==> config.mk <==
export PLATFORM = sky130hd
export DESIGN_NAME = load_store_multiple_sequencer_unit
export DESIGN_NICKNAME = d
export VERILOG_FILES = /design/src/hdl/lsms_pkg.sv /design/src/hdl/load_store_multiple_sequencer_unit.sv
export VERILOG_INCLUDE_DIRS = /design/src /design/src/hdl
export SDC_FILE = /design/constraint.sdc
export NUM_CORES = 1
export LEC_CHECK = 0
export BUFFER_PORTS_ARGS = -buffer_cell sky130_fd_sc_hd__buf_2
export CORE_UTILIZATION = 26
export DETAILED_ROUTE_END_ITERATION = 8
export SETUP_SLACK_MARGIN = 0.5
export SLEW_MARGIN = 30
export SYNTH_ARGS = -nofsm -noshare
export SYNTH_HDL_FRONTEND = slang
export SYNTH_SLANG_ARGS = --single-unit
export TNS_END_PERCENT = 10
==> constraint.sdc <==
create_clock -name clock -period 5 [get_ports clock]
set_clock_uncertainty 0.2 [all_clocks]
set_input_delay 0.5 -clock clock [delete_from_list [all_inputs] [get_ports clock]]
set_output_delay 0.5 -clock clock [all_outputs]
set_load 0.01 [all_outputs]
==> src/hdl/load_store_multiple_sequencer_unit_macros.svh <==
// Assertion macros for the load/store multiple sequencer.
`ifndef LOAD_STORE_MULTIPLE_SEQUENCER_UNIT_MACROS_SVH
`define LOAD_STORE_MULTIPLE_SEQUENCER_UNIT_MACROS_SVH

`ifndef NO_ASSERTIONS
`define LSMS_ASSERT_SAME(label, clk, rst, cause, effect) \
   label: assert property (@(posedge clk) disable iff (rst) (cause) |-> (effect)) \
      else $error("lsms: same-cycle check failed");
`define LSMS_ASSERT_NEXT(label, clk, rst, cause, effect) \
   label: assert property (@(posedge clk) disable iff (rst) (cause) |=> (effect)) \
      else $error("lsms: next-cycle check failed");
`else
`define LSMS_ASSERT_SAME(label, clk, rst, cause, effect)
`define LSMS_ASSERT_NEXT(label, clk, rst, cause, effect)
`endif

`endif

==> src/hdl/lsms_pkg.sv <==
package lsms_pkg;

   localparam int ADDR_WIDTH = 32;
   localparam int LIST_WIDTH = 16;
   localparam int REG_WIDTH  = 4;

   localparam logic [ADDR_WIDTH-1:0] WORD_STEP = 32'd4;
   localparam logic [REG_WIDTH-1:0]  REG_LAST  = 4'hF;

   localparam int LIST_LSB  = 0;
   localparam int BASE_LSB  = 16;
   localparam int LOAD_BIT  = 20;
   localparam int WBACK_BIT = 21;
   localparam int UP_BIT    = 23;
   localparam int PRE_BIT   = 24;

   typedef logic [1:0] step_type;

   localparam step_type STEP_IDLE  = 2'd0;
   localparam step_type STEP_SCAN  = 2'd1;
   localparam step_type STEP_CLOSE = 2'd2;

   typedef enum logic [1:0] {
      JUMP_NEVER,
      JUMP_START,
      JUMP_SCAN_END,
      JUMP_ALWAYS
   } jump_cond_type;

   typedef struct packed {
      logic          busy;
      logic          load;
      logic          scan;
      logic          close;
      jump_cond_type cond;
      step_type      target;
   } ucode_word_type;

   function automatic ucode_word_type ucode_rom(input step_type addr);
      ucode_word_type cw;
      cw = '{busy: 1'b0, load: 1'b0, scan: 1'b0, close: 1'b0,
             cond: JUMP_NEVER, target: STEP_IDLE};
      case (addr)
         STEP_IDLE: begin
            cw = '{busy: 1'b0, load: 1'b1, scan: 1'b0, close: 1'b0,
                   cond: JUMP_START, target: STEP_SCAN};
         end
         STEP_SCAN: begin
            cw = '{busy: 1'b1, load: 1'b0, scan: 1'b1, close: 1'b0,
                   cond: JUMP_SCAN_END, target: STEP_CLOSE};
         end
         STEP_CLOSE: begin
            cw = '{busy: 1'b1, load: 1'b0, scan: 1'b0, close: 1'b1,
                   cond: JUMP_ALWAYS, target: STEP_IDLE};
         end
         default: begin
            cw = '{busy: 1'b1, load: 1'b0, scan: 1'b0, close: 1'b0,
                   cond: JUMP_ALWAYS, target: STEP_IDLE};
         end
      endcase
      return cw;
   endfunction

endpackage

==> src/hdl/load_store_multiple_sequencer_unit.sv <==
// Load/store multiple address sequencer. Raise start with an instruction word and
// the base register value; the request is taken when busy is low. The unit walks
// all sixteen register positions, one per cycle, and for each register set in the
// list pulses rsp_strobe for one cycle with its index and bus address; then one
// closing record (rsp_last) carries the updated base and the writeback flag. Busy
// stays high after acceptance through the 16 scan steps of the microprogram and
// the one close step; the load step that follows takes the next request, so a new
// request is taken only once the last one is through, whatever the list holds.
// Results are registered and show in the cycle after the step that makes them,
// so the closing record shows in the first cycle with busy low. Results cannot be
// held off: the receiver must take each one in the cycle it is strobed.
`include "load_store_multiple_sequencer_unit_macros.svh"

module load_store_multiple_sequencer_unit (
   input  logic        clock,
   input  logic        reset,
   input  logic        start,
   output logic        busy,
   input  logic [31:0] req_instr_word,
   input  logic [31:0] req_base_value,
   output logic        rsp_strobe,
   output logic        rsp_transfer_valid,
   output logic [3:0]  rsp_reg_index,
   output logic [31:0] rsp_word_address,
   output logic        rsp_is_load,
   output logic [3:0]  rsp_base_reg,
   output logic        rsp_write_base,
   output logic [31:0] rsp_new_base,
   output logic        rsp_last
);

   lsms_pkg::ucode_word_type cw;
   lsms_pkg::step_type       upc_ff, upc_in;
   logic                     take_jump;

   logic [lsms_pkg::LIST_WIDTH-1:0] list_ff, list_in;
   logic [lsms_pkg::REG_WIDTH-1:0]  base_reg_ff, base_reg_in;
   logic [lsms_pkg::REG_WIDTH-1:0]  idx_ff, idx_in;
   logic [lsms_pkg::ADDR_WIDTH-1:0] addr_ff, addr_in;
   logic                            ld_ff, ld_in;
   logic                            wb_ff, wb_in;
   logic                            up_ff, up_in;
   logic                            pre_ff, pre_in;

   logic [lsms_pkg::REG_WIDTH-1:0]  reg_sel;
   logic [lsms_pkg::ADDR_WIDTH-1:0] step_addr;
   logic                            hit;
   logic                            scan_end;

   logic                            strobe_ff, strobe_in;
   logic                            tv_ff, tv_in;
   logic [lsms_pkg::REG_WIDTH-1:0]  reg_index_ff, reg_index_in;
   logic [lsms_pkg::ADDR_WIDTH-1:0] word_address_ff, word_address_in;
   logic                            is_load_ff, is_load_in;
   logic [lsms_pkg::REG_WIDTH-1:0]  rn_ff, rn_in;
   logic                            write_base_ff, write_base_in;
   logic [lsms_pkg::ADDR_WIDTH-1:0] new_base_ff, new_base_in;
   logic                            last_ff, last_in;

   always_comb begin
      cw        = lsms_pkg::ucode_rom(upc_ff);
      reg_sel   = up_ff ? idx_ff : ~idx_ff;
      hit       = list_ff[reg_sel];
      step_addr = up_ff ? addr_ff + lsms_pkg::WORD_STEP : addr_ff - lsms_pkg::WORD_STEP;
      scan_end  = (idx_ff == lsms_pkg::REG_LAST);

      case (cw.cond)
         lsms_pkg::JUMP_START:    take_jump = start;
         lsms_pkg::JUMP_SCAN_END: take_jump = scan_end;
         lsms_pkg::JUMP_ALWAYS:   take_jump = 1'b1;
         default:                 take_jump = 1'b0;
      endcase
      upc_in = take_jump ? cw.target : upc_ff;

      list_in     = list_ff;
      base_reg_in = base_reg_ff;
      idx_in      = idx_ff;
      addr_in     = addr_ff;
      ld_in       = ld_ff;
      wb_in       = wb_ff;
      up_in       = up_ff;
      pre_in      = pre_ff;

      // load the request
      if (cw.load && start) begin
         list_in     = req_instr_word[lsms_pkg::LIST_LSB +: lsms_pkg::LIST_WIDTH];
         base_reg_in = req_instr_word[lsms_pkg::BASE_LSB +: lsms_pkg::REG_WIDTH];
         ld_in       = req_instr_word[lsms_pkg::LOAD_BIT];
         wb_in       = req_instr_word[lsms_pkg::WBACK_BIT];
         up_in       = req_instr_word[lsms_pkg::UP_BIT];
         pre_in      = req_instr_word[lsms_pkg::PRE_BIT];
         addr_in     = req_base_value;
         idx_in      = '0;
      end

      // advance the scan, step the address on each listed register
      if (cw.scan) begin
         idx_in = idx_ff + 1'b1;
         if (hit) begin
            addr_in = step_addr;
         end
      end

      strobe_in       = (cw.scan && hit) || cw.close;
      tv_in           = cw.scan;
      reg_index_in    = cw.scan ? reg_sel : '0;
      word_address_in = cw.scan ? (pre_ff ? step_addr : addr_ff) : '0;
      is_load_in      = ld_ff;
      rn_in           = base_reg_ff;
      write_base_in   = cw.close ? wb_ff : 1'b0;
      new_base_in     = cw.close ? addr_ff : '0;
      last_in         = cw.close;
   end

   always_ff @(posedge clock) begin
      if (reset) begin
         upc_ff    <= lsms_pkg::STEP_IDLE;
         strobe_ff <= 1'b0;
      end else begin
         upc_ff    <= upc_in;
         strobe_ff <= strobe_in;
      end
   end

   always_ff @(posedge clock) begin
      list_ff         <= list_in;
      base_reg_ff     <= base_reg_in;
      idx_ff          <= idx_in;
      addr_ff         <= addr_in;
      ld_ff           <= ld_in;
      wb_ff           <= wb_in;
      up_ff           <= up_in;
      pre_ff          <= pre_in;
      tv_ff           <= tv_in;
      reg_index_ff    <= reg_index_in;
      word_address_ff <= word_address_in;
      is_load_ff      <= is_load_in;
      rn_ff           <= rn_in;
      write_base_ff   <= write_base_in;
      new_base_ff     <= new_base_in;
      last_ff         <= last_in;
   end

   assign busy               = cw.busy;
   assign rsp_strobe         = strobe_ff;
   assign rsp_transfer_valid = tv_ff;
   assign rsp_reg_index      = reg_index_ff;
   assign rsp_word_address   = word_address_ff;
   assign rsp_is_load        = is_load_ff;
   assign rsp_base_reg       = rn_ff;
   assign rsp_write_base     = write_base_ff;
   assign rsp_new_base       = new_base_ff;
   assign rsp_last           = last_ff;

   `LSMS_ASSERT_NEXT(a_accept_busy, clock, reset, start && !busy, busy && !rsp_strobe)
   `LSMS_ASSERT_NEXT(a_close_last, clock, reset, upc_ff == lsms_pkg::STEP_CLOSE, rsp_strobe && rsp_last && !rsp_transfer_valid)
   `LSMS_ASSERT_SAME(a_xfer_busy, clock, reset, rsp_strobe && rsp_transfer_valid, busy)
   `LSMS_ASSERT_SAME(a_last_idle, clock, reset, rsp_strobe && rsp_last, !busy)

endmodule

==> impl_metrics.json, run 1 <==
{
  "cts_buffer_depth": 2,
  "internal-power_mw": 2.76,
  "rr_worst_depth": 9,
  "post_drt_wl_per_cell_um": 15.7,
  "hp-class": "input pin to register",
  "first_pass_iters": 6,
  "cp_cell_sequence": "inv_1 > ha_1 > a21o_1 > a31o_4 > o211ai_1 > o211a_2 > o221ai_2 > a2111oi_0 > a221oi_1",
  "via_per_inst": 4.65,
  "post-route-period-util": 0.712,
  "drv_cap": 0,
  "cts_max_level": 4,
  "cp_top_family": "compound AO/OA/AOI/OAI gates",
  "grt_usage": 0.147,
  "wl_um": 19300,
  "num_vias": 5723,
  "antenna_found_initial": 4,
  "post_cts_buffers": 0,
  "synth_warnings": 0,
  "p_sw_frac": 0.383,
  "fin_crit_ns": 3.56,
  "p_comb_frac": 0.374,
  "fill_cells": 2680,
  "drive_above_1_share": 0.216,
  "tightest_slew_ns": 0.845,
  "cts_buffers": 17,
  "ctsResizeCount": 0,
  "min_path_cells": 1,
  "maxSlewHeadroom": 0.436,
  "crit_type": "register to register",
  "synth_cells": 756,
  "drc": 0,
  "dp_hpwl_um": 14200,
  "fin_util": 0.332,
  "die_x_um": 164,
  "clockPowerShare": 0.291,
  "hold_viol": 0,
  "cp.arrival_ns": 3.64,
  "min_from": "req_instr_word[4]",
  "grt_pass1_wl_um": 30000,
  "ys.flop_type": "dfxtp_1",
  "postCtsHoldBufs": 0,
  "seqPwrFrac": 0.335,
  "io_pins": 145,
  "rsz0062_at_grt": "false",
  "crit_path_top_delay_cell": "a2111oi_0",
  "synth_area_sq_um": 6810,
  "setup_ws_ns": 1.44,
  "synth_seq_cells": 139,
  "ys_async_sr_fraction": 0,
  "overflow": 0,
  "port_buffers": 136,
  "start_kind": "register",
  "dieArea_sq_um": 26800,
  "fmaxAchievable_mhz": 281,
  "crit_path_max_fanout": 16,
  "finalNetCount": 983,
  "setup_tns_ns": 0,
  "irDropWorstVdd_mv": 0.282,
  "crit_buf_inv": 1,
  "place_inst": 1196,
  "syn_to_final_growth_pct": 24.1,
  "clkSinkCount": 139,
  "syn_avg_cell_area_sq_um": 9.00,
  "cp.required_ns": 5.08,
  "first_global_vias": 5316,
  "dpl-instance-area_sq_um": 7830,
  "fin_area_sq_um": 8440,
  "yosysSeqAreaShare": 0.453,
  "synth_cell_type_count": 61,
  "cts_tree": "done",
  "drt_iter0_drc": 238,
  "crit_cells": 9,
  "startpoint": "up_ff",
  "setup_viol": 0,
  "dieHeight_um": 164,
  "synth-edff-count": 30,
  "rows": 58,
  "clk_latency_ns": 0.43,
  "initial_core_util": 0.268,
  "outcome": "finished clean",
  "p_leak_nw": 3.74,
  "path_clk_slew_ns": 0.07,
  "power_mw": 4.48,
  "cts_root_buffer": "clkbuf_16",
  "timing.hold.ws_ns": 0.0400,
  "timing.final.max_slew_violations": 0,
  "p_switching_mw": 1.72,
  "core_sq_um": 25400,
  "power_density_nw_per_um2": 531,
  "ant_nets": 0,
  "place_ws_ns": 1.49,
  "r2r_start": "up_ff",
  "max_stage_delay_ns": 0.53,
  "grt_max_degree": 65,
  "crit_path_end_kind": "register",
  "gp_congestion": 0.876,
  "final_cells": 1231,
  "syn_nets": 853
}
## cell families after synthesis
kind of cell / count (synthesis) / synth area share
AND/OR/NAND/NOR: 298 / 0.208
AO/OA/AOI/OAI: 180 / 0.172
flip-flops: 139 / 0.453
buffers and inverters: 56 / 0.0349
multiplexers: 32 / 0.0471
adder cells (fa/ha/maj): 30 / 0.0563
XOR/XNOR: 21 / 0.0290
## synth_stat cells, drive strengths merged (19+ instances only)
library cell | number | share of area
nand2 | 128 | 0.071
mux2i | 32 | 0.047
edfxtp | 30 | 0.13
and2 | 42 | 0.039
o21ai | 39 | 0.029
inv | 19 | 0.010
nor2 | 49 | 0.028
dfxtp | 109 | 0.32
ha | 29 | 0.053
nand3 | 24 | 0.018
a21oi | 54 | 0.041
clkbuf | 19 | 0.010
## power groups by stage
stage / logic [mW] / clock network [mW] / registers (mW)
final: 1.67 / 1.31 / 1.50
after global routing: 1.88 / 1.38 / 1.53
after global placement: 1.65 / 0 / 1.52
after floorplan: 1.23 / 0 / 1.50
after CTS: 1.67 / 1.34 / 1.51
after detailed placement: 1.66 / 0 / 1.53
## area by class of cell
type / count / area (sq um) / share of cell area
clock inverters: 15 / 176 / 0.0209
inverters: 20 / 75.1 / 0.00889
well taps: 330 / 413 / 0.0489
diodes: 2 / 5.00 / 0.000593
repair buffers: 147 / 779 / 0.0923
clock buffers: 17 / 425 / 0.0504
multi-input cells: 561 / 3490 / 0.413
flip-flops and latches: 139 / 3080 / 0.365
## worst reg2reg max path, stage by stage, from the launching register on
cell	delay, ns
edfxtp_1	0.38
inv_1	0.49
ha_1	0.43
a21o_1	0.23
a31o_4	0.23
o211ai_1	0.30
o211a_2	0.32
o221ai_2	0.21
a2111oi_0	0.53
a221oi_1	0.10
## metal layers
layer,up-vias,global-route usage,part of all wire
met2,136,0.214,0.42
li1,2948,-,-
met1,2619,0.205,0.50
met3,16,0.0460,0.068
met5,-,0,0.00093
met4,4,0.0429,0.011
## worst paths after layout
check	slack, ns	endpoint
hold reg to reg	0.14	rsp_base_reg[3]
setup reg to reg	1.44	addr_ff[25]
setup / recovery	1.44	addr_ff[25]
hold / removal	0.04	list_ff[4]
## cell usage in the layout, fill, tap and decap left out, types with 8 or more instances in the layout
cell type	count
a21o_1	9
o21ai_0	32
nand3_1	24
xnor2_1	12
o211ai_1	8
a21oi_1	52
and2_1	42
buf_2	136
o21a_1	11
or3_1	8
edfxtp_1	30
dfxtp_1	109
o22ai_1	8
ha_1	29
nor3_1	14
nand2_1	128
xor2_1	8
inv_1	18
buf_4	9
clkbuf_16	17
mux2i_1	32
nor2_1	48
a31oi_1	15
(Power assumes the default switching activity.)
==> inputs of run 2 (changes only) <==
Clock period 5 ns to 3.6 ns, I/O delays scaled along.
==> impl_metrics.json, run 2 (same netlist as run 1, synthesis figures left out) <==
{
  "outcome": "finished clean",
  "n_antenna_cell": 0,
  "path_clk_slew_ns": 0.06,
  "clkSinkCount": 139,
  "clk_latency_ns": 0.43,
  "cts_tree": "done",
  "r2r_end": "rsp_word_address[31]",
  "rows": 58,
  "die_x_um": 164,
  "fin_crit_ns": 3.05,
  "rr_worst_depth": 10,
  "place_inst": 1203,
  "setup_tns_ns": 0,
  "gp_congestion": 0.919,
  "first_global_vias": 5843,
  "via_per_inst": 4.78,
  "wl_um": 19800,
  "overflow": 0,
  "p_comb_frac": 0.398,
  "fin_area_sq_um": 8980,
  "place_ws_ns": 0.131,
  "grt_max_degree": 36,
  "min_path_cells": 3,
  "power_density_nw_per_um2": 704,
  "dieArea_sq_um": 26800,
  "core_sq_um": 25400,
  "rsz0062_at_grt": "true",
  "io_pins": 145,
  "maxSlewHeadroom": 0.445,
  "cp.required_ns": 3.75,
  "finalNetCount": 1028,
  "cts_root_buffer": "clkbuf_16",
  "syn_to_final_growth_pct": 32.0,
  "drv_cap": 0,
  "r2r_start": "up_ff",
  "initial_core_util": 0.268,
  "drive_above_1_share": 0.242,
  "final_common_cell": "buf_2",
  "start_kind": "register",
  "grt_pass1_wl_um": 30700,
  "fin_util": 0.354,
  "hp-class": "input pin to register",
  "crit_path_max_fanout": 15,
  "setup_viol": 0,
  "startpoint": "up_ff",
  "dp_hpwl_um": 13900,
  "clockPowerShare": 0.271,
  "setup_ws_ns": 0.554,
  "p_switching_mw": 2.45,
  "seqPwrFrac": 0.331,
  "drc": 0,
  "first_pass_iters": 5,
  "hold_viol": 0,
  "cp.arrival_ns": 3.19,
  "power_mw": 6.33,
  "timing.final.max_slew_violations": 0,
  "drt_iter0_drc": 413,
  "crit_path_end_kind": "register",
  "cts_max_level": 4,
  "p_leak_nw": 3.91,
  "final_cells": 1274,
  "dpl-instance-area_sq_um": 7910,
  "tightest_slew_ns": 0.830,
  "r2r_slack_ns": 0.55,
  "cts_buffer_depth": 2,
  "timing.hold.ws_ns": 0.0177,
  "dieHeight_um": 164,
  "num_vias": 6088,
  "crit_end": "rsp_word_address[31]",
  "irDropWorstVdd_mv": 0.268,
  "grt_usage": 0.150,
  "p_sw_frac": 0.388,
  "fmaxAchievable_mhz": 328,
  "ant_nets": 0,
  "layout_common_cells": "136 x buf_2, 127 x nand2_1, 109 x dfxtp_1",
  "antenna_found_initial": 1,
  "crit_type": "register to register",
  "port_buffers": 136,
  "post_drt_wl_per_cell_um": 15.5,
  "post-route-period-util": 0.846,
  "internal-power_mw": 3.87,
  "cts_buffers": 17
}
## run 2: changes by cell type in the layout (fill, tap and decap cells not counted), moves of 3 or more
cell	previous run	this run
o21ai_1	7	10
clkinvlp_4	1	5
dlygate4sd3_1	0	32
a2111oi_0	3	0
a21oi_1	52	46
ha_1	29	21
buf_4	9	21
ha_2	0	7
o21ai_0	32	29
a21oi_2	2	7
nor2_1	48	45
## run 2: worst max-delay path, stage by stage (launching register included)
cell and delay, ns:
edfxtp_1 0.39, clkinvlp_4 0.12, buf_12 0.17, buf_4 0.14, ha_2 0.31, and3_1 0.24, a221o_1 0.32, a21o_1 0.21
or4_1 0.52, a21oi_2 0.16, mux2i_1 0.18
## run 2: per-layer routing
layer	vias up	track usage	wire [um]
li1	3030	-	-
met1	2870	0.185	8810
met2	168	0.261	9780
met3	20	0.0306	931
met4	0	0.0450	244
met5	-	0	0
## run 2: area by class of cell
class / instances / area [sq um]
clock buffers: 17 / 425
clock inverters: 15 / 136
fillers: 2622 / 16400
inverters: 20 / 78.8
multi-input cells: 561 / 3620
flip-flops and latches: 139 / 3080
well taps: 330 / 413
repair buffers: 192 / 1220
## run 2: worst min path at each step
stage	endpoint	startpoint	slack (ns)
6_report	addr_ff[16]	req_base_value[16]	0.02
4_1_cts	addr_ff[12]	req_base_value[12]	0.003
2_1_floorplan	rsp_base_reg[0]	base_reg_ff[0]	0.12
5_1_grt	addr_ff[3]	req_base_value[3]	0.006
3_5_place_dp	rsp_base_reg[0]	base_reg_ff[0]	0.13
3_3_place_gp	rsp_base_reg[3]	base_reg_ff[3]	0.12
## run 2: power groups by stage
stage | Combinational [mW] | Clock (mW) | Sequential (mW)
6_report | 2.52 | 1.72 | 2.09
5_1_grt | 2.81 | 1.83 | 2.13
4_1_cts | 2.40 | 1.76 | 2.10
3_5_place_dp | 2.34 | 0 | 2.13
3_3_place_gp | 2.32 | 0 | 2.13
2_1_floorplan | 1.72 | 0 | 2.08
## run 2: repair_timing
| item | CTS | global route |
|---|---|---|
| gates cloned | 0 | 0 |
| buffers inserted | 3 | 4 |
| pin swaps | 0 | 6 |
| resized for setup | 7 | 26 |
| setup endpoints to repair | 31 | 18 |
| hold endpoints to repair | 34 | 0 |
| hold buffers | 32 | 0 |
==> inputs of run 3 (changes only) <==
Settings changed: ABC_AREA set to 1.
Clock period 3.6 ns to 2.9 ns, I/O delays scaled along.
==> impl_metrics.json, run 3 <==
{
  "syn_to_final_growth_pct": 34.8,
  "rows": 60,
  "first_pass_iters": 4,
  "overflow": 0,
  "finalNetCount": 1340,
  "r2r_slack_ns": 0.50,
  "initial_core_util": 0.267,
  "die_x_um": 169,
  "crit_type": "register to register",
  "synth_area_sq_um": 7240,
  "grt_pass1_wl_um": 33100,
  "crit_path_end_kind": "register",
  "ys_async_sr_fraction": 0,
  "yosysSeqAreaShare": 0.426,
  "grt_max_degree": 47,
  "outcome": "finished clean",
  "yosysTopAreaCellShare": 0.301,
  "via_per_inst": 4.32,
  "power_density_nw_per_um2": 808,
  "dieArea_sq_um": 28500,
  "layout_common_cells": "346 x nand2_1, 198 x inv_1, 136 x buf_2",
  "hold_viol": 0,
  "synthTopCellsByCount": "363 x nand2_1, 198 x inv_1, 109 x dfxtp_1",
  "cts_root_buffer": "clkbuf_16",
  "ant_nets": 0,
  "fmaxAchievable_mhz": 417,
  "antenna_found_initial": 0,
  "wl_um": 21300,
  "core_sq_um": 27100,
  "post-route-period-util": 0.827,
  "first_global_vias": 6872,
  "clkSinkCount": 139,
  "place_ws_ns": 0.466,
  "p_leak_nw": 5.27,
  "cp.arrival_ns": 2.35,
  "fin_area_sq_um": 9750,
  "final_common_cell": "nand2_1",
  "cp.required_ns": 2.85,
  "post_drt_wl_per_cell_um": 13.1,
  "synth_area_leaders": "dfxtp_1 30%, nand2_1 19%, edfxtp_1 12%, inv_1 10%, ha_1 5.0%",
  "cts_buffers": 17,
  "cts_buffer_depth": 2,
  "dieHeight_um": 169,
  "internal-power_mw": 4.66,
  "num_vias": 7025,
  "cts_max_level": 4,
  "rsz0062_at_grt": "true",
  "grt_usage": 0.147,
  "ys.flop_type": "dfxtp_1",
  "tightest_slew_ns": 0.530,
  "min_from": "req_base_value[3]",
  "p_sw_frac": 0.409,
  "synth-edff-count": 30,
  "p_switching_mw": 3.22,
  "dpl-instance-area_sq_um": 8360,
  "synth_area_leader_cell": "dfxtp_1",
  "dp_hpwl_um": 15500,
  "maxSlewHeadroom": 0.646,
  "setup_tns_ns": 0,
  "setup_viol": 0,
  "synth.most_common_cell": "nand2_1",
  "synth_cells": 1053,
  "path_clk_slew_ns": 0.06,
  "syn_nets": 1150,
  "final_cells": 1628,
  "io_pins": 145,
  "irDropWorstVdd_mv": 0.448,
  "cts_tree": "done",
  "start_kind": "register",
  "hp-class": "input pin to register",
  "r2r_start": "up_ff",
  "drc": 0,
  "syn_avg_cell_area_sq_um": 6.87,
  "place_inst": 1545,
  "r2r_end": "addr_ff[0]",
  "clockPowerShare": 0.272,
  "synth_seq_cells": 139,
  "synth_cell_type_count": 32,
  "fin_crit_ns": 2.40,
  "p_comb_frac": 0.415,
  "min_path_cells": 5,
  "drv_cap": 0,
  "hold_end": "addr_ff[3]",
  "gp_congestion": 0.859,
  "timing.final.max_slew_violations": 0,
  "n_antenna_cell": 0,
  "post_cts_buffers": 0,
  "port_buffers": 136,
  "setup_ws_ns": 0.503,
  "rr_worst_depth": 8,
  "seqPwrFrac": 0.314,
  "fill_cells": 2820,
  "drive_above_1_share": 0.201,
  "clk_latency_ns": 0.43,
  "drt_iter0_drc": 335,
  "synth_warnings": 0,
  "crit_path_max_fanout": 17
}
==> run 3: area by class of cell <==
type / count / area (sq um) / share of cell area
Inverter: 202 / 761 / 0.0780
Multi-Input combinational cell: 685 / 3530 / 0.362
Clock inverter: 15 / 150 / 0.0154
Timing Repair Buffer: 198 / 1340 / 0.138
Clock buffer: 17 / 425 / 0.0436
Sequential cell: 139 / 3080 / 0.316
Tap cell: 372 / 465 / 0.0477
==> run 3: power groups by stage <==
stage / Sequential, mW / Clock (mW) / Combinational, mW
6_report: 2.47 / 2.14 / 3.27
5_1_grt: 2.50 / 2.27 / 3.69
4_1_cts: 2.45 / 2.18 / 2.99
3_5_place_dp: 2.49 / 0 / 2.91
3_3_place_gp: 2.49 / 0 / 2.89
2_1_floorplan: 2.48 / 0 / 2.09
==> run 3: routing by layer <==
metal | GRT usage | routed length, um
met2 | 0.272 | 10400
met1 | 0.168 | 9200
met5 | 0 | 0
met4 | 0.0526 | 575
met3 | 0.0264 | 1080
==> run 3: cells by family (layout without fill, tap and decap cells) <==
family | Yosys count | count (layout) | synth area share
simple gates | 533 | 533 | 0.297
buf+inv | 229 | 432 | 0.124
flops | 139 | 139 | 0.426
compound gates | 102 | 102 | 0.0742
fa+ha+maj | 30 | 30 | 0.0529
xor+xnor | 20 | 20 | 0.0252
==> run 3: metrics by stage <==
stage,hold slack (ns),power [mW],util
2_1_floorplan,0.123,4.57,-
3_3_place_gp,0.124,5.38,0.309
3_5_place_dp,0.129,5.41,0.309
4_1_cts,0.000361,7.62,0.348
5_1_grt,0.0167,8.46,0.360
6_report,0.0141,7.88,0.360
==> run 3: critical path, stage by stage (launching register included) <==
cell and delay (ns):
edfxtp_1 0.44, buf_4 0.22, xnor2_1 0.35, nand3_1 0.15, nand3_1 0.15, nand3_4 0.11, nand2_4 0.11, buf_4 0.27
a22oi_1 0.11
==> run 3: what timing repair did <==
item | in CTS | in global routing
hold endpoints to repair | 51 | 0
gates cloned | 0 | 2
endpoints found under the setup margin | 13 | 57
pin swaps | 0 | 4
resized for setup | 1 | 71
hold buffers | 49 | 0
==> run 3: worst max path at each step <==
stage	start	endpoint	slack, ns
2_1_floorplan	up_ff	rsp_word_address[28]	0.56
3_3_place_gp	up_ff	rsp_word_address[25]	0.52
3_5_place_dp	up_ff	rsp_word_address[23]	0.47
4_1_cts	up_ff	rsp_word_address[19]	0.46
5_1_grt	up_ff	rsp_word_address[31]	0.35
6_report	up_ff	addr_ff[0]	0.50
